[config.mk]
export PLATFORM = sky130hd
export DESIGN_NAME = rel_front
export DESIGN_NICKNAME = d
export VERILOG_FILES = /design/src/rel_pkg.sv /design/src/rel_front.sv
export SDC_FILE = /design/constraint.sdc
export NUM_CORES = 1
export LEC_CHECK = 0
export ABC_CLOCK_PERIOD_IN_PS = 4400
export BUFFER_PORTS_ARGS = -buffer_cell sky130_fd_sc_hd__buf_2
export CAP_MARGIN = 5
export CORE_MARGIN = 1.5
export CORE_UTILIZATION = 54
export DETAILED_ROUTE_END_ITERATION = 6
export GPL_TIMING_DRIVEN = 0
export PLACE_DENSITY = 0.78
export SLEW_MARGIN = 5
export SYNTH_ARGS = -nofsm -noshare
export SYNTH_HDL_FRONTEND = slang
export SYNTH_SLANG_ARGS = --single-unit
[constraint.sdc]
create_clock -name clk_i -period 4.4 [get_ports clk_i]
set_input_delay 0.88 -clock clk_i [delete_from_list [all_inputs] [get_ports clk_i]]
set_output_delay 0.88 -clock clk_i [all_outputs]
set_load 0.1 [all_outputs]
[src/rel_pkg.sv]
// Shared types, codes and constants of the relocation applier.
package rel_pkg;

  localparam int unsigned SECTION_SLOTS_DEF = 256;

  // Request kinds
  localparam logic OP_LOAD  = 1'b0;
  localparam logic OP_RELOC = 1'b1;

  // Relocation type codes
  localparam logic [7:0] TYPE_ADDR32  = 8'd1;
  localparam logic [7:0] TYPE_LO16    = 8'd4;
  localparam logic [7:0] TYPE_HA16    = 8'd6;
  localparam logic [7:0] TYPE_REL24   = 8'd10;
  localparam logic [7:0] TYPE_NOP     = 8'd201;
  localparam logic [7:0] TYPE_SECTION = 8'd202;
  localparam logic [7:0] TYPE_END     = 8'd203;

  // Result status codes
  localparam logic [1:0] ST_PATCH = 2'd0;
  localparam logic [1:0] ST_END   = 2'd1;
  localparam logic [1:0] ST_BAD   = 2'd2;

  // Patch kinds
  localparam logic [1:0] KIND_WORD  = 2'd0;
  localparam logic [1:0] KIND_HALF  = 2'd1;
  localparam logic [1:0] KIND_MERGE = 2'd2;

  localparam logic [31:0] BR_FIELD_MASK   = 32'h03FF_FFFC;
  localparam logic [31:0] NO_SECTION_ADDR = 32'hFFFF_FFFF;

  typedef enum logic [1:0] {
    CLS_ADDR32,
    CLS_LO16,
    CLS_HA16,
    CLS_REL24
  } rel_class_e;

  typedef struct packed {
    logic        op;
    logic [7:0]  rel_type;
    logic [7:0]  section_index;
    logic [15:0] offset_step;
    logic [31:0] addend;
    logic [31:0] section_base;
    logic        base_present;
  } in_item_t;

  typedef struct packed {
    logic [1:0]  status;
    logic [31:0] patch_address;
    logic [31:0] patch_data;
    logic [1:0]  patch_kind;
  } out_item_t;

  // Decoded item waiting on the table read
  typedef struct packed {
    logic [1:0]  status;
    rel_class_e  cls;
    logic [31:0] offset;
    logic [31:0] addend;
    logic        mode;
    logic        cur_ok;
    logic        tgt_ok;
  } s1_t;

endpackage

[src/rel_front.sv]
// Intake stage: decode, cursor, valid bits, table writes and read issue.
module rel_front #(
  parameter int unsigned SECTION_SLOTS = rel_pkg::SECTION_SLOTS_DEF,
  localparam int unsigned IdxW = $clog2(SECTION_SLOTS)
) (
  input  logic              clk_i,
  input  logic              rst_ni,
  input  logic              cfg_we_i,
  input  logic              cfg_wdata_i,
  input  logic              in_valid_i,
  output logic              in_ready_o,
  input  rel_pkg::in_item_t in_item_i,
  output logic              s1_valid_o,
  output rel_pkg::s1_t      s1_o,
  input  logic              s1_ready_i,
  output logic              ram_we_o,
  output logic [IdxW-1:0]   ram_waddr_o,
  output logic [31:0]       ram_wdata_o,
  output logic              ram_re_o,
  output logic [IdxW-1:0]   cur_raddr_o,
  output logic [IdxW-1:0]   tgt_raddr_o
);
  import rel_pkg::*;

  localparam logic [8:0] SlotLimit = 9'(SECTION_SLOTS);

  logic                     mode_q;
  logic [7:0]               cur_sec_q, cur_sec_d;
  logic [31:0]              cur_off_q, cur_off_d;
  logic [SECTION_SLOTS-1:0] valid_q, valid_d;
  logic                     s1_valid_q, s1_valid_d;
  s1_t                      s1_q, s1_d;
  logic                     acc, emit, sec_ok, cur_in;
  logic [IdxW-1:0]          sec_idx, cur_idx;
  logic [31:0]              off_sum;

  assign in_ready_o = !s1_valid_q || s1_ready_i;
  assign acc        = in_valid_i && in_ready_o;
  assign sec_ok     = {1'b0, in_item_i.section_index} < SlotLimit;
  assign cur_in     = {1'b0, cur_sec_q} < SlotLimit;
  assign sec_idx    = in_item_i.section_index[IdxW-1:0];
  assign cur_idx    = cur_sec_q[IdxW-1:0];
  assign off_sum    = cur_off_q + {16'b0, in_item_i.offset_step};

  always_comb begin
    cur_sec_d     = cur_sec_q;
    cur_off_d     = cur_off_q;
    valid_d       = valid_q;
    emit          = 1'b0;
    s1_d.status   = ST_PATCH;
    s1_d.cls      = CLS_ADDR32;
    s1_d.offset   = off_sum;
    s1_d.addend   = in_item_i.addend;
    s1_d.mode     = mode_q;
    s1_d.cur_ok   = cur_in && valid_q[cur_idx];
    s1_d.tgt_ok   = sec_ok && valid_q[sec_idx];
    if (acc) begin
      if (in_item_i.op == OP_LOAD) begin
        if (sec_ok) begin
          valid_d[sec_idx] = in_item_i.base_present;
        end
      end else begin
        case (in_item_i.rel_type)
          TYPE_SECTION: begin
            cur_sec_d = in_item_i.section_index;
            cur_off_d = '0;
          end
          TYPE_NOP: begin
            cur_off_d = off_sum;
          end
          TYPE_ADDR32: begin
            cur_off_d = off_sum;
            emit      = 1'b1;
            s1_d.cls  = CLS_ADDR32;
          end
          TYPE_LO16: begin
            cur_off_d = off_sum;
            emit      = 1'b1;
            s1_d.cls  = CLS_LO16;
          end
          TYPE_HA16: begin
            cur_off_d = off_sum;
            emit      = 1'b1;
            s1_d.cls  = CLS_HA16;
          end
          TYPE_REL24: begin
            cur_off_d = off_sum;
            emit      = 1'b1;
            s1_d.cls  = CLS_REL24;
          end
          TYPE_END: begin
            cur_sec_d   = '0;
            cur_off_d   = '0;
            emit        = 1'b1;
            s1_d.status = ST_END;
          end
          default: begin
            cur_sec_d   = '0;
            cur_off_d   = '0;
            emit        = 1'b1;
            s1_d.status = ST_BAD;
          end
        endcase
      end
    end
    if (emit) begin
      s1_valid_d = 1'b1;
    end else if (s1_ready_i) begin
      s1_valid_d = 1'b0;
    end else begin
      s1_valid_d = s1_valid_q;
    end
  end

  always_ff @(posedge clk_i or negedge rst_ni) begin
    if (!rst_ni) begin
      mode_q     <= 1'b0;
      cur_sec_q  <= '0;
      cur_off_q  <= '0;
      valid_q    <= '0;
      s1_valid_q <= 1'b0;
    end else begin
      if (cfg_we_i) begin
        mode_q <= cfg_wdata_i;
      end
      cur_sec_q  <= cur_sec_d;
      cur_off_q  <= cur_off_d;
      valid_q    <= valid_d;
      s1_valid_q <= s1_valid_d;
    end
  end

  always_ff @(posedge clk_i) begin
    if (emit) begin
      s1_q <= s1_d;
    end
  end

  // Reads are issued on every accepted item; the result is used only when
  // the item moved into the decode register.
  assign ram_we_o    = acc && (in_item_i.op == OP_LOAD) && sec_ok;
  assign ram_waddr_o = sec_idx;
  assign ram_wdata_o = in_item_i.section_base;
  assign ram_re_o    = acc;
  assign cur_raddr_o = cur_idx;
  assign tgt_raddr_o = sec_idx;
  assign s1_valid_o  = s1_valid_q;
  assign s1_o        = s1_q;

endmodule

==> results.json <==
{
  "result_of_the_run": "finished clean",
  "synth-seq-cells": 369,
  "criticalPathCategory": "reg -> reg",
  "antenna_violating_nets_post_route": 0,
  "gpl.final_weighted_congestion": 1.05,
  "yosysWarnings": 0,
  "dr.pass1.iters": 7,
  "initial_core_util_pct": 54.7,
  "routedWlPerCell_um": 26.5,
  "seqCellArea_sq_um": 9590,
  "wire_length_of_the_first_global_routing_pass_um": 97900,
  "synthDistinctLibCells": 57,
  "cap_viol_max_count": 0,
  "grtUsageTotal_pct": 34.3,
  "hold_viol_final": 0,
  "clock_tree.buffer_depth": 3,
  "wirelength_um": 66600,
  "busiest_layer": "met2",
  "crit_path_top_delay_cell": "sky130_fd_sc_hd__nor4_1",
  "detail_route.vias_per_cell": 6.55,
  "grt_overflow": 0,
  "area_used_by_multi_input_combinational_logic_sq_um": 10000,
  "use_met1_pct": 42.2,
  "synth-seq-area-share_pct": 46.7,
  "placed_area_sq_um": 22300,
  "tritoncts.num_buffers": 41,
  "layout-area-overhead-vs-synth_pct": 15.6,
  "cp_common_cell": "sky130_fd_sc_hd__buf_2",
  "worst_ir_drop_vdd_uv": 272,
  "cts_htree_levels": 2,
  "initial_antenna_violation_count": 3,
  "syn_avg_cell_area_sq_um": 11.9,
  "dp_hpwl_um": 46200,
  "synth_compound_gate_area_share_pct": 5.33,
  "pin_count": 235,
  "number_of_global_route_vias_before_repair": 16100,
  "worstSetupEndpointType": "flip-flop",
  "globalRouteMet3Util_pct": 10.5,
  "finClkSkew_ns": 0.0138,
  "final_net_count": 2092,
  "power.static_leakage_nw": 10.2,
  "filler_cell_count": 2911,
  "synth_nets": 1847,
  "syn_inst": 1726,
  "maxClockFrequency_ghz": 0.233,
  "die_height_um": 198,
  "period_minus_slack_ns": 4.29,
  "synth_top_family_by_area": "multiplexers",
  "post_synthesis_cell_area_sq_um": 20500,
  "cts_root_buf": "sky130_fd_sc_hd__clkbuf_16",
  "finalSetupViolations": 0,
  "worst_path_largest_cell_delay_ns": 0.77,
  "final_cell_area_sq_um": 23700,
  "critical_path_peak_fanout": 10,
  "port_buffers": 195,
  "post-cts-setup-buffer-count": 0,
  "data_arrival_time_at_the_worst_slack_endpoint_ns": 4.57,
  "crit-reg2reg-launch": "cur_raddr_o[1]",
  "cts_resized": 0,
  "holdCritPathClass": "in -> async",
  "grtUsageMet2_pct": 52.4,
  "die-area_sq_um": 39200,
  "tritoncts": "yes",
  "finalMaxSlewViolations": 0,
  "antennaDiodeCount": 0,
  "share_of_the_clock_period_used_by_the_worst_path_pct": 97.4,
  "timing_worst_slew_pin_value_ns": 1.31,
  "data_required_critical_path_ns": 4.69,
  "drive_above_1_share_pct": 36.3,
  "max_slew_margin_pct": 12.8,
  "setup_tns_ns": 0,
  "proportion_of_synthesized_area_in_mux_cells_pct": 30.1,
  "cp_num_buf_inv": 4,
  "clk-insertion-delay-late_ns": 0.57,
  "worstPathCellList": "buf_2 > buf_2 > buf_2 > buf_2 > mux2i_1 > o22ai_1 > nor4_1 > nor4_1 > nand3_1 > nand2_1 > a211o_1",
  "start_kind": "flip-flop",
  "dieWidth_um": 198,
  "placement_rows": 71,
  "maximum_number_of_pins_on_one_net_before_global_route_repair": 108,
  "drc": 0,
  "grt_setup_unrepaired": "no",
  "cts_hold_buf": 0,
  "total_power_mw": 8.30,
  "via_count": 16500,
  "fp.coreArea_sq_um": 37600,
  "synth-edff-count": 71,
  "synth_simple_gate_area_share_pct": 11.0,
  "power.density_cell_area_nw_per_um2": 349,
  "synth_adder_area_share_pct": 1.07,
  "clkSinkCount": 369,
  "drtIter0Drc": 2023,
  "startpoint": "cur_raddr_o[1]",
  "async_reset_ff_share_pct": 80.8,
  "yosys.area_share.xor_xnor_pct": 1.28,
  "path_clk_slew_ns": 0.06,
  "synthFlopType": "sky130_fd_sc_hd__dfrtp_1",
  "cp_delay_by_family_top": "buffers and inverters"
}
==> per-stage QoR <==
stage               instances  worst slack (ns)  hold slack, ns  utilization [%]
floorplan                1726             0.112           0.421                -
global placement         2432             -3.24           0.439             59.0
detailed placement       2437           -0.0717           0.443             59.4
CTS                      2510             0.333           0.169             63.1
global route             2512             0.192           0.170             63.2
finish                   2512             0.113           0.164             63.2
==> kinds of logic (layout without fill, tap and decap cells) <==
group / count (synthesis) / in the layout
xor+xnor: 30 / 30
fa+ha+maj: 17 / 17
mux: 449 / 449
compound gates: 159 / 159
flops: 369 / 369
buf+inv: 178 / 453
simple gates: 524 / 524
==> registers in the layout, indices dropped and copies added, names as in the netlist <==
signal       cells
s1_o            71
cur_off_q       32
mode_q           1
s1_valid_o       1
cur_raddr_o      8
valid_q        256
==> where the power goes <==
part / internal, mW / switching (mW) / total (mW) / leakage (nW)
clock network: 2.18 / 1.42 / 3.61 / 0.697
registers: 3.58 / 0.0581 / 3.64 / 4.80
logic: 0.267 / 0.782 / 1.05 / 4.68
total: 6.03 / 2.26 / 8.30 / 10.2
==> path summary, 6_finish.rpt <==
path | cells after the start | slack, ns | end
setup / recovery | 11 | 0.11 | s1_o[1]
hold / removal | 1 | 0.16 | cur_off_q[8]
setup reg to reg | 11 | 0.11 | s1_o[1]
hold reg to reg | 0 | 0.45 | s1_o[2]
max in group asynchronous | 3 | 3.07 | valid_q[179]
min in group clk_i | 0 | 0.45 | s1_o[2]
==> metal layers <==
layer,share of wire [%],vias to the layer above,wire [um]
li1,-,6749,-
met1,35,8072,23400
met2,44,1286,29500
met3,13,352,8410
met4,7.9,0,5270
met5,0,-,0
==> layout by cell type, fill, tap and decap left out, types with 18 or more instances in the layout <==
cell type,count
sky130_fd_sc_hd__buf_2,213
sky130_fd_sc_hd__buf_4,57
sky130_fd_sc_hd__clkbuf_1,84
sky130_fd_sc_hd__clkbuf_16,42
sky130_fd_sc_hd__dfrtp_1,298
sky130_fd_sc_hd__edfxtp_1,71
sky130_fd_sc_hd__mux2_2,258
sky130_fd_sc_hd__mux2i_1,82
sky130_fd_sc_hd__mux4_2,109
sky130_fd_sc_hd__nand2_1,213
sky130_fd_sc_hd__nand3_1,29
sky130_fd_sc_hd__nor2_1,181
sky130_fd_sc_hd__nor2b_1,18
sky130_fd_sc_hd__o21ai_0,31
sky130_fd_sc_hd__o22ai_1,26
==> cells in the mapped netlist, drive strengths merged, types with 7 or more instances <==
| library cell | count | area (sq um) |
|---|---|---|
| mux4 | 109 | 2450 |
| o22ai | 26 | 163 |
| mux2i | 82 | 821 |
| clkbuf | 77 | 289 |
| inv | 17 | 63.8 |
| and3 | 7 | 43.8 |
| a211oi | 8 | 60.1 |
| xor2 | 13 | 114 |
| or4 | 11 | 82.6 |
| nor2 | 183 | 687 |
| mux2 | 258 | 2910 |
| nor2b | 18 | 113 |
| nand2b | 13 | 81.3 |
| nand2 | 213 | 800 |
| o21ai | 31 | 155 |
| o211ai | 11 | 82.6 |
| edfxtp | 71 | 2130 |
| a22o | 13 | 114 |
| dfrtp | 298 | 7460 |
| a21oi | 17 | 85.1 |
| o21a | 7 | 52.6 |
| nor4 | 11 | 68.8 |
| nand3 | 29 | 145 |
| buf | 84 | 579 |
| nor3 | 15 | 75.1 |
| xnor2 | 17 | 149 |
| ha | 16 | 200 |
==> final cells by class <==
type,count,area share [%]
flip-flops and latches,369,40.4
inverters,17,0.269
plain buffers,161,3.66
well taps,511,2.69
repair buffers,202,4.76
clock inverters,12,0.701
multi-input cells,1179,42.3
clock buffers,61,5.23
Power figures use the tool's default switching activity.
