--- src/rel_pkg.sv ---
// Shared types, codes and constants of the relocation applier.
package rel_pkg;

  localparam int unsigned SECTION_SLOTS_DEF = 256;

  // Request kinds
  localparam logic OP_LOAD  = 1'b0;
  localparam logic OP_RELOC = 1'b1;

  // Relocation type codes
  localparam logic [7:0] TYPE_ADDR32  = 8'd1;
  localparam logic [7:0] TYPE_LO16    = 8'd4;
  localparam logic [7:0] TYPE_HA16    = 8'd6;
  localparam logic [7:0] TYPE_REL24   = 8'd10;
  localparam logic [7:0] TYPE_NOP     = 8'd201;
  localparam logic [7:0] TYPE_SECTION = 8'd202;
  localparam logic [7:0] TYPE_END     = 8'd203;

  // Result status codes
  localparam logic [1:0] ST_PATCH = 2'd0;
  localparam logic [1:0] ST_END   = 2'd1;
  localparam logic [1:0] ST_BAD   = 2'd2;

  // Patch kinds
  localparam logic [1:0] KIND_WORD  = 2'd0;
  localparam logic [1:0] KIND_HALF  = 2'd1;
  localparam logic [1:0] KIND_MERGE = 2'd2;

  localparam logic [31:0] BR_FIELD_MASK   = 32'h03FF_FFFC;
  localparam logic [31:0] NO_SECTION_ADDR = 32'hFFFF_FFFF;

  typedef enum logic [1:0] {
    CLS_ADDR32,
    CLS_LO16,
    CLS_HA16,
    CLS_REL24
  } rel_class_e;

  typedef struct packed {
    logic        op;
    logic [7:0]  rel_type;
    logic [7:0]  section_index;
    logic [15:0] offset_step;
    logic [31:0] addend;
    logic [31:0] section_base;
    logic        base_present;
  } in_item_t;

  typedef struct packed {
    logic [1:0]  status;
    logic [31:0] patch_address;
    logic [31:0] patch_data;
    logic [1:0]  patch_kind;
  } out_item_t;

  // Decoded item waiting on the table read
  typedef struct packed {
    logic [1:0]  status;
    rel_class_e  cls;
    logic [31:0] offset;
    logic [31:0] addend;
    logic        mode;
    logic        cur_ok;
    logic        tgt_ok;
  } s1_t;

endpackage

--- src/rel_patch.sv ---
// Address/value sums and patch shaping, ending in the output register.
module rel_patch (
  input  logic               clk_i,
  input  logic               rst_ni,
  input  logic               s1_valid_i,
  input  rel_pkg::s1_t       s1_i,
  output logic               s1_ready_o,
  input  logic [31:0]        cur_base_i,
  input  logic [31:0]        tgt_base_i,
  output logic               out_valid_o,
  input  logic               out_ready_i,
  output rel_pkg::out_item_t out_item_o
);
  import rel_pkg::*;

  typedef struct packed {
    logic [1:0]  status;
    rel_class_e  cls;
    logic [31:0] where;
    logic [31:0] value;
  } s2_t;

  logic        s2_valid_q, out_valid_q;
  s2_t         s2_q, s2_d;
  out_item_t   out_q, out_d;
  logic        out_free, s2_free;
  logic [31:0] rel_val;

  assign out_free   = !out_valid_q || out_ready_i;
  assign s2_free    = !s2_valid_q || out_free;
  assign s1_ready_o = s2_free;

  always_comb begin
    rel_val     = s1_i.tgt_ok ? (tgt_base_i + s1_i.addend) : NO_SECTION_ADDR;
    s2_d.status = s1_i.status;
    s2_d.cls    = s1_i.cls;
    s2_d.where  = s1_i.cur_ok ? (cur_base_i + s1_i.offset) : NO_SECTION_ADDR;
    s2_d.value  = s1_i.mode ? rel_val : s1_i.addend;
  end

  always_comb begin
    out_d.status        = s2_q.status;
    out_d.patch_address = s2_q.where;
    case (s2_q.cls)
      CLS_ADDR32: begin
        out_d.patch_data = s2_q.value;
        out_d.patch_kind = KIND_WORD;
      end
      CLS_LO16: begin
        out_d.patch_data = {16'b0, s2_q.value[15:0]};
        out_d.patch_kind = KIND_HALF;
      end
      CLS_HA16: begin
        // high half, rounded up when the low half reads as negative
        out_d.patch_data = {16'b0, s2_q.value[31:16] + 16'(s2_q.value[15])};
        out_d.patch_kind = KIND_HALF;
      end
      CLS_REL24: begin
        out_d.patch_data = (s2_q.value - s2_q.where) & BR_FIELD_MASK;
        out_d.patch_kind = KIND_MERGE;
      end
      default: begin
        out_d.patch_data = '0;
        out_d.patch_kind = KIND_WORD;
      end
    endcase
    if (s2_q.status != ST_PATCH) begin
      out_d.patch_address = '0;
      out_d.patch_data    = '0;
      out_d.patch_kind    = KIND_WORD;
    end
  end

  always_ff @(posedge clk_i or negedge rst_ni) begin
    if (!rst_ni) begin
      s2_valid_q  <= 1'b0;
      out_valid_q <= 1'b0;
    end else begin
      if (s2_free) begin
        s2_valid_q <= s1_valid_i;
      end
      if (out_free) begin
        out_valid_q <= s2_valid_q;
      end
    end
  end

  always_ff @(posedge clk_i) begin
    if (s2_free && s1_valid_i) begin
      s2_q <= s2_d;
    end
    if (out_free && s2_valid_q) begin
      out_q <= out_d;
    end
  end

  assign out_valid_o = out_valid_q;
  assign out_item_o  = out_q;

endmodule

--- config.mk ---
export PLATFORM = sky130hd
export DESIGN_NAME = rel_patch
export DESIGN_NICKNAME = d
export VERILOG_FILES = /design/src/rel_pkg.sv /design/src/rel_patch.sv
export SDC_FILE = /design/constraint.sdc
export NUM_CORES = 1
export LEC_CHECK = 0
export BUFFER_PORTS_ARGS = -buffer_cell sky130_fd_sc_hd__buf_4
export CORE_ASPECT_RATIO = 1.2
export CORE_MARGIN = 4
export CORE_UTILIZATION = 57
export CTS_BUF_LIST = sky130_fd_sc_hd__clkbuf_2
export DETAILED_ROUTE_END_ITERATION = 8
export GPL_TIMING_DRIVEN = 1
export PLACE_DENSITY = 0.83
export SLEW_MARGIN = 40
export SYNTH_ARGS = -nofsm -noshare
export SYNTH_HDL_FRONTEND = slang
export SYNTH_SLANG_ARGS = --single-unit
--- constraint.sdc ---
create_clock -name clk_i -period 3.78 [get_ports clk_i]
set_input_delay 0.378 -clock clk_i [delete_from_list [all_inputs] [get_ports clk_i]]
set_output_delay 0.378 -clock clk_i [all_outputs]
set_load 0.05 [all_outputs]
==> results of run 1 <==
==> worst reg2reg max path, cell delays in order (launching register included) <==
cell	delay, ns
edfxtp_1	0.48
ha_1	0.37
a21o_1	0.21
a31oi_1	0.32
o21ai_1	0.17
a21o_1	0.23
a311o_1	0.32
a21o_1	0.23
a31o_1	0.26
a21oi_2	0.15
xnor2_1	0.07
a22o_1	0.19
==> state kept, by name (all words and copies together), names as in the netlist <==
register and count:
s2_valid_q 1, out_d 2, s2_q 66, out_item_o 68, out_valid_o 1
==> layer usage <==
metal  global-route usage, %  up-vias  wire length [µm]
met2                    43.6      351             12600
li1                        -     4179                 -
met3                    4.07       79              1490
met5                       0        -                 0
met1                    32.8     3997             10400
met4                    11.5        0              1160
==> repair_timing <==
item | in CTS | in global routing
resized for setup | 0 | 0
hold endpoints to repair | 28 | 6
hold buffers | 29 | 6
buffers inserted | 0 | 0
==> logic make-up (layout without fill, tap and decap cells) <==
| family | after synthesis | count (layout) | share of synthesized area, % |
|---|---|---|---|
| flip-flops | 138 | 138 | 42.0 |
| buffers and inverters | 76 | 323 | 2.90 |
| AND/OR/NAND/NOR | 277 | 277 | 13.5 |
| multiplexers | 2 | 2 | 0.203 |
| adder cells (fa/ha/maj) | 94 | 94 | 12.1 |
| other | 0 | 1 | 0 |
| AO/OA/AOI/OAI | 309 | 309 | 21.0 |
| XOR/XNOR | 93 | 93 | 8.28 |
==> cell usage in the layout, fill, tap and decap left out, types with 11 or more instances in the layout <==
cell / synthesis / routed
a21oi_1: 88 / 88
a21o_1: 42 / 42
dlygate4sd3_1: 0 / 35
ha_1: 92 / 92
nand2_1: 64 / 63
nand4_1: 14 / 14
a22oi_1: 14 / 14
edfxtp_1: 136 / 136
o21bai_1: 15 / 15
nand3_1: 18 / 18
clkbuf_2: 0 / 20
xor2_1: 36 / 36
nor2_1: 91 / 91
and2_1: 20 / 18
o22a_1: 27 / 27
o21ai_0: 39 / 39
and3_1: 14 / 14
inv_1: 42 / 42
buf_4: 0 / 214
nand2b_1: 14 / 14
a31oi_1: 13 / 13
nor3_1: 11 / 11
nor2b_1: 12 / 12
xnor2_1: 57 / 57
==> per-stage QoR <==
| stage | instance area [µm²] | cells | hold WS, ns | total power, W | util [%] |
|---|---|---|---|---|---|
| after global placement | 11600 | 1385 | 0.162 | 0.00347 | 68.5 |
| after global routing | 12200 | 1453 | 0.00652 | 0.00471 | 72.3 |
| after detailed placement | 11600 | 1385 | 0.161 | 0.00350 | 68.5 |
| after floorplan | 9840 | 989 | 0.0824 | 0.00303 | - |
| final | 12200 | 1453 | 0.0667 | 0.00447 | 72.3 |
| after CTS | 12200 | 1446 | 0.000808 | 0.00447 | 71.9 |
==> power groups by stage <==
stage	sequential [W]	clock, W	combinational (W)
global placement	0.00195	0	0.00152
global route	0.00193	0.00105	0.00173
floorplan	0.00213	0	0.000897
detailed placement	0.00195	0	0.00154
CTS	0.00192	0.000977	0.00158
finish	0.00192	0.000965	0.00159
==> cell type report <==
cell class | instances | area [µm²] | share of cell area [%]
multi-input combinational | 775 | 5430 | 44.4
tap | 216 | 270 | 2.21
clock inverter | 12 | 178 | 1.45
timing repair buffer | 249 | 1960 | 16.0
antenna | 1 | 2.50 | 0.0205
inverter | 42 | 158 | 1.29
clock buffer | 20 | 100 | 0.819
sequential | 138 | 4130 | 33.8
==> worst max-delay path by stage <==
| stage | startpoint | endpoint | slack (ns) | cells past startpoint |
|---|---|---|---|---|
| floorplan | out_valid_o$_DFFE_PN0P_ | out_d[66]$_DFFE_PP_ | 0.55 | 2 |
| global placement | s1_i[3] | s2_q[30]$_DFFE_PP_ | 0.33 | 12 |
| detailed placement | s1_i[3] | s2_q[28]$_DFFE_PP_ | 0.19 | 13 |
| CTS | s1_i[3] | s2_q[28]$_DFFE_PP_ | 0.38 | 14 |
| global route | s1_i[3] | s2_q[28]$_DFFE_PP_ | 0.19 | 14 |
| finish | s1_i[3] | s2_q[28]$_DFFE_PP_ | 0.30 | 14 |
==> impl_summary.md, run 1 <==
Status
The flow ran to the end, and the final reports show no timing, DRC or antenna violations.

Drt
Dividing the detail-routed wire length by the instance count gives 17.7 µm. The detailed-route DRC error count is 0. The detailed router finished its first iteration with 635 violations. The first-pass detailed-route iteration total is 5. Detailed routing inserted a total of 8606 vias. The ratio of routed vias to standard cells is 5.92.

The number of nets still failing antenna checks after routing is 0. For this block, the routed nets add up to 25.7 mm of wire.

Timing
In the final timing run, aggregate negative setup slack is 0 ns. On the final layout, the worst clock skew is 0.0492 ns. The worst slew margin relative to its limit is 47.0%. The total count of hold-check failures in the final report is 0. The total of endpoints with negative setup slack in the final report is 0. After layout, the worst setup slack is 0.301 ns. The transition time at the pin with the least slew margin is 0.795 ns. The final period utilization is 92.0%. The max-slew violation count came to 0. The worst path needs 3.48 ns of the cycle, external delays included. The highest achievable clock rate is 0.287 GHz. Setup repair after global routing left no endpoint under its margin.

Worst setup path
The largest fanout on the critical path is 3. In this run the critical register-to-register path is launched from s2_q[2]$_DFFE_PP_. Counting cells, the worst reg-to-reg path comes to 11. The worst setup path is launched from a primary input. In this design, the largest share of critical-path delay is due to compound AO/OA/AOI/OAI gates. The combined buffer and inverter count along the critical path is 2. The highest cell delay on the worst timing path is 0.54 ns. The data arrival time at the worst-slack endpoint is 3.94 ns.

The setup check on the worst reg-to-reg path leaves a slack of 0.54 ns. The worst register-to-register path ends at out_item_o[24]$_SDFFCE_PP0P_. Traced cell by cell, the critical path runs through dlygate4sd3_1, buf_4, ha_1, fa_1, a211oi_1, nor3_1, a311o_1, o21ai_2, o31a_1, nor4b_1, a211oi_1, a21oi_1, xor2_1, o22a_1. The worst setup path is captured at a flip-flop. The cell occurring most often along the worst timing path is a211oi_1.

The critical path data required time is 4.24 ns. For this design, the slowest cell found on the critical path is dlygate4sd3_1. The critical path is of the primary input to flip-flop type.

Die
For this configuration, the core starts out at a cell density of 58.2%. The overall die area is 19400 µm². The die boundary height is 152 µm. The total number of placement rows is 52. The placeable core region is 16900 µm². The horizontal die dimension is 128 µm. In this run the count of I/O pins placed on the die edge is 209.

GRT
The via count of the first global-routing pass is 8298. The number of antenna violations at the first check in global routing is 1. Across every metal layer, demand over resource in global routing totals 25.9%. The maximum number of pins on one net before global-route repair is 44. Global routing finished with a remaining overflow of 0. The first-pass GRT wire length is 40.7 mm.

Power
The worst ir drop on vdd is 213 µV. Dividing total power by cell area gives a power density of 366 nW/µm². The analysis attributes to net switching a power of 0.00153 W. The cell leakage power is 5.34 nW. Per report_power, the combinational group accounts for 35.6% of the total. The internal portion of the total power is 0.00294 W.

The share of power burned in the clock network is 21.6%. The sequential power share is 42.9%. The switching fraction of total power is 34.2%.

Yosys
The leading area contributor after synthesis is edfxtp_1. In the post-synthesis netlist, the cell with the most instances is edfxtp_1. For this run, the leading register cell type out of synthesis is edfxtp_1. Counting distinct cell types in the post-synthesis netlist gives 61. After synthesis the netlist holds a flip-flop and latch count of 138. The average instance in the mapped netlist occupies 9.95 µm².

In the synthesized netlist the async set-or-reset flop fraction comes to 1.45%. The net count after synthesis is 1222. In the post-synthesis netlist, the biggest area contributors are edfxtp_1, ha_1, xnor2_1, a21oi_1, nor2_1. In the synthesized netlist, the number of instances is 989. Of the post-synthesis cell area, the dominant cell type holds 41.5%. The yosys synthesis warning count is 0.

In the synthesized netlist, the cells that appear most often are edfxtp_1, ha_1, nor2_1. The synthesized design contains 136 enable-type register cells. The register area share after synthesis is 42.0%. Summing every instance area after synthesis gives 9840 µm².

CTS
The TritonCTS clock tree is built. The CTS root buffer is clkbuf_2. The H-tree was split into 4 levels. At the later pin of the worst-skew pair, clock insertion delay measures 0.69 ns. After clock tree synthesis, the clock-pin slew on the worst setup and hold paths is 0.20 ns.

CTS saw 138 sinks. TritonCTS created 17 clock buffers. The largest buffer count on any clock path is 2.

Final layout
The share of layout cells above drive strength 1 is 20.7%. The number of fill cells in the layout is 1323. The layout overhead on the synthesized area is 24.2%. For this run, the post-layout net count is 1456.

Flow run
The reported max-cap violation count is 0.

Placement
The worst setup slack before clock tree synthesis is 0.187 ns. The count of input and output buffers is 208. The detailed placement HPWL is 20.2 mm. At the end of routability-driven placement, the weighted congestion stood at 0.937.

Min path
The launch instance of the worst min-delay path is s1_i[29]. The path class of the lowest-slack min-delay path is primary input to flip-flop. The worst hold path passes through 3 cells. The end point of the most critical hold path is s2_q[26]$_DFFE_PP_.
Note: power is estimated with default switching activity, not from simulation.
==> inputs of run 2 (changes only) <==
--- a/config.mk
+++ b/config.mk
@@ -6,10 +6,11 @@
 export NUM_CORES = 1
 export LEC_CHECK = 0
 export BUFFER_PORTS_ARGS = -buffer_cell sky130_fd_sc_hd__buf_4
-export CORE_ASPECT_RATIO = 1.2
-export CORE_MARGIN = 4
+export CORE_ASPECT_RATIO = 0.9
+export CORE_MARGIN = 1
 export CORE_UTILIZATION = 57
 export CTS_BUF_LIST = sky130_fd_sc_hd__clkbuf_2
+export CTS_CLUSTER_SIZE = 28
 export DETAILED_ROUTE_END_ITERATION = 8
 export GPL_TIMING_DRIVEN = 1
 export PLACE_DENSITY = 0.83
==> run 2 against run 1 <==
Net effect:
- wire length is 0.47% lower
- maximum frequency shrank 6.1%
- critical path depth unchanged
- design area is 0.59% higher
- core utilization is 0.54 points higher
- power shrank 2.5%
- non-clock buffer count increased by 12
- combinational power barely moved
- count of clock-buffer cells in the layout stayed put
- setup slack lost 0.23 ns
- largest cell class unchanged
- largest power group unchanged
==> impl_summary.md, run 2 (synthesis gave the netlist of run 1 again) <==
Status
The flow ran to the end, and the final reports show no timing, DRC or antenna violations.

Final layout
The number of flip-flops in the largest register is 68. For this run, the post-layout net count is 1468. The layout overhead on the synthesized area is 25.0%.

The cell area after layout is 12300 µm². The fraction of the core area covered by cells at the end of the flow is 72.8%. The number of fill cells in the layout is 1271. The repair_antennas step left the layout with diodes totalling 0. The library cells used most frequently in the layout, excluding fill and tap cells, are buf_4, edfxtp_1, ha_1. The post-route netlist has 20.2% of its cells at a drive strength greater than 1. The most common cell after layout, fill and taps aside is buf_4.

Timing
Hold timing on the final database bottoms out at a slack of 0.108 ns. The worst slew margin relative to its limit is 48.0%. Subtracting the final worst setup slack from the clock period gives 3.71 ns.

The worst setup skew after layout is 0.0327 ns. The max-slew violation count came to 0. The total count of hold-check failures in the final report came to 0.

The highest achievable clock rate is 0.270 GHz. Summed over all failing endpoints, the final setup total negative slack is 0 ns. The final critical path takes up 98.0% of the cycle. The total of endpoints with negative setup slack in the final report is 0. Setup repair after global routing left no endpoint under its margin. The transition time at the pin with the least slew margin is 0.780 ns.

Drt
In the final routed layout, each cell accounts on average for 17.6 µm. For this block, the initial DRC count from the detailed router was 743. The ratio of routed vias to standard cells is 5.91. The detailed-route DRC error count is 0. The final layout contains routed wiring with a total length of 25.6 mm. For this run, the detailed router's first-pass iteration total came to 6. The detail route stage leaves a number of antenna-violating nets equal to 0. The detailed-route via count is 8622.

Die
The floorplan step defined a die boundary enclosing 17800 µm². The die boundary height is 127 µm. 209 I/O pins were placed. Row generation in the floorplan step produced 45 rows.

For this configuration, the core starts out at a cell density of 58.3%. The floorplan step defined a core boundary enclosing 16900 µm². The horizontal die dimension is 141 µm.

Worst setup path
Tracing the worst setup path back leads to its startpoint at s1_i[4]. Data on the critical path is required at its endpoint by 4.31 ns. The worst setup path is launched from a primary input. The worst setup path is of the primary input to flip-flop kind. The worst register-to-register path begins at s2_q[34]$_SDFFCE_PN1P_. The worst setup path is captured at a flip-flop. Of all nets on the critical path, the largest fanout is 4. Data arrives at the worst endpoint at 4.24 ns.

CTS
The cts-stage hold buffer count is 42. The clock transition at the registers of the reported paths is 0.20 ns. The setup fix buffers added after clock tree synthesis is 0.

After clock tree synthesis, the repair step resized 0 gates. The TritonCTS clock tree is built. Clock latency on the worst-skew pair, taken at its later pin, is 0.74 ns. The largest buffer count on any clock path is 2. The number of buffers created by CTS is 17. The number of levels in the clock H-tree is 4.

The total number of clock tree sinks is 138. The tree is rooted in a clkbuf_2.

Power
The power per cell area is 355 nW/µm². The total power consumption of the routed design is 0.00436 W. In this run the static leakage power is 5.37 nW. The worst ir drop on vdd is 173 µV.

GRT
The first-pass GRT wire length is 39.6 mm. For this run, the total global-route usage over all layers was measured as 28.8%. The number of antenna violations at the first check in global routing is 0.

Summed over all layers, the global routing overflow is 0. The via count of the first global-routing pass is 7830. The maximum number of pins on one net before global-route repair is 69.

Min path
The worst hold path begins at cur_base_i[1]. The path class of the lowest-slack min-delay path is primary input to flip-flop.

Flow run
The reported max-cap violation count is 0.

Placement
The final estimated routing congestion in global placement is 0.957. The count of input and output buffers is 208. Summing all placed instances gives a cell area of 11600 µm².

The detailed placement HPWL is 19.4 mm.
run 2: cell types whose count changed in the layout (fill, tap and decap cells not counted), sizes merged, moves of 2 or more:
cell | previous run | this run
clkinvlp | 4 | 2
buf | 214 | 212
dlygate4sd3 | 35 | 48
clkinv | 4 | 8
bufinv | 4 | 2
run 2: final cells by class:
cell class | instances | area [µm²] | share of cell area [%]
clock buffer | 20 | 100 | 0.814
timing repair buffer | 261 | 2090 | 17.0
clock inverter | 12 | 126 | 1.03
sequential | 138 | 4130 | 33.6
tap | 211 | 264 | 2.15
inverter | 42 | 158 | 1.28
multi-input combinational | 775 | 5430 | 44.1
run 2: report_power, final:
part / leakage [nW] / internal [W] / switching (W) / total, W
logic: 3.92 / 0.000669 / 0.000932 / 0.00160
registers: 1.32 / 0.00184 / 0.0000786 / 0.00192
clock network: 0.137 / 0.000307 / 0.000531 / 0.000838
total: 5.37 / 0.00282 / 0.00154 / 0.00436
run 2: worst paths after layout:
kind                       slack (ns)  cells after the start                           end
max reg2reg                      0.51                     12  out_item_o[24]$_SDFFCE_PP0P_
min reg2reg                      0.53                      0      out_item_o[67]$_DFFE_PP_
max                              0.07                     14            s2_q[31]$_DFFE_PP_
min in group asynchronous        0.52                      3        s2_valid_q$_DFFE_PN0N_
min                              0.11                      3        s2_q[33]$_SDFFCE_PN1P_
max in group asynchronous        3.10                      3       out_valid_o$_DFFE_PN0P_
run 2: routing by layer:
metal / share of wire [%] / vias up / GRT usage, % / routed length, µm
met5: 0 / - / 0 / 0
met4: 2.8 / 0 / 10.9 / 708
met3: 8.2 / 60 / 5.47 / 2110
met2: 45 / 426 / 44.8 / 11600
met1: 44 / 3952 / 40.2 / 11300
li1: - / 4184 / - / -
run 2: through the flow:
stage | cells | setup slack [ns]
detailed placement | 1378 | 0.139
finish | 1459 | 0.0737
CTS | 1452 | 0.228
global route | 1459 | 0.0559
floorplan | 989 | 0.554
global placement | 1378 | 0.242
run 2: worst max-delay path, stage by stage:
cell and delay [ns]:
dlygate4sd3_1 0.53, buf_4 0.15, ha_1 0.27, a21oi_1 0.08
nand4b_1 0.22, a31oi_1 0.42, a31oi_1 0.27, o21bai_1 0.34
a41oi_1 0.15, o21ai_0 0.37, xor2_1 0.22, mux2i_1 0.20
a21oi_1 0.08, dlygate4sd3_1 0.56
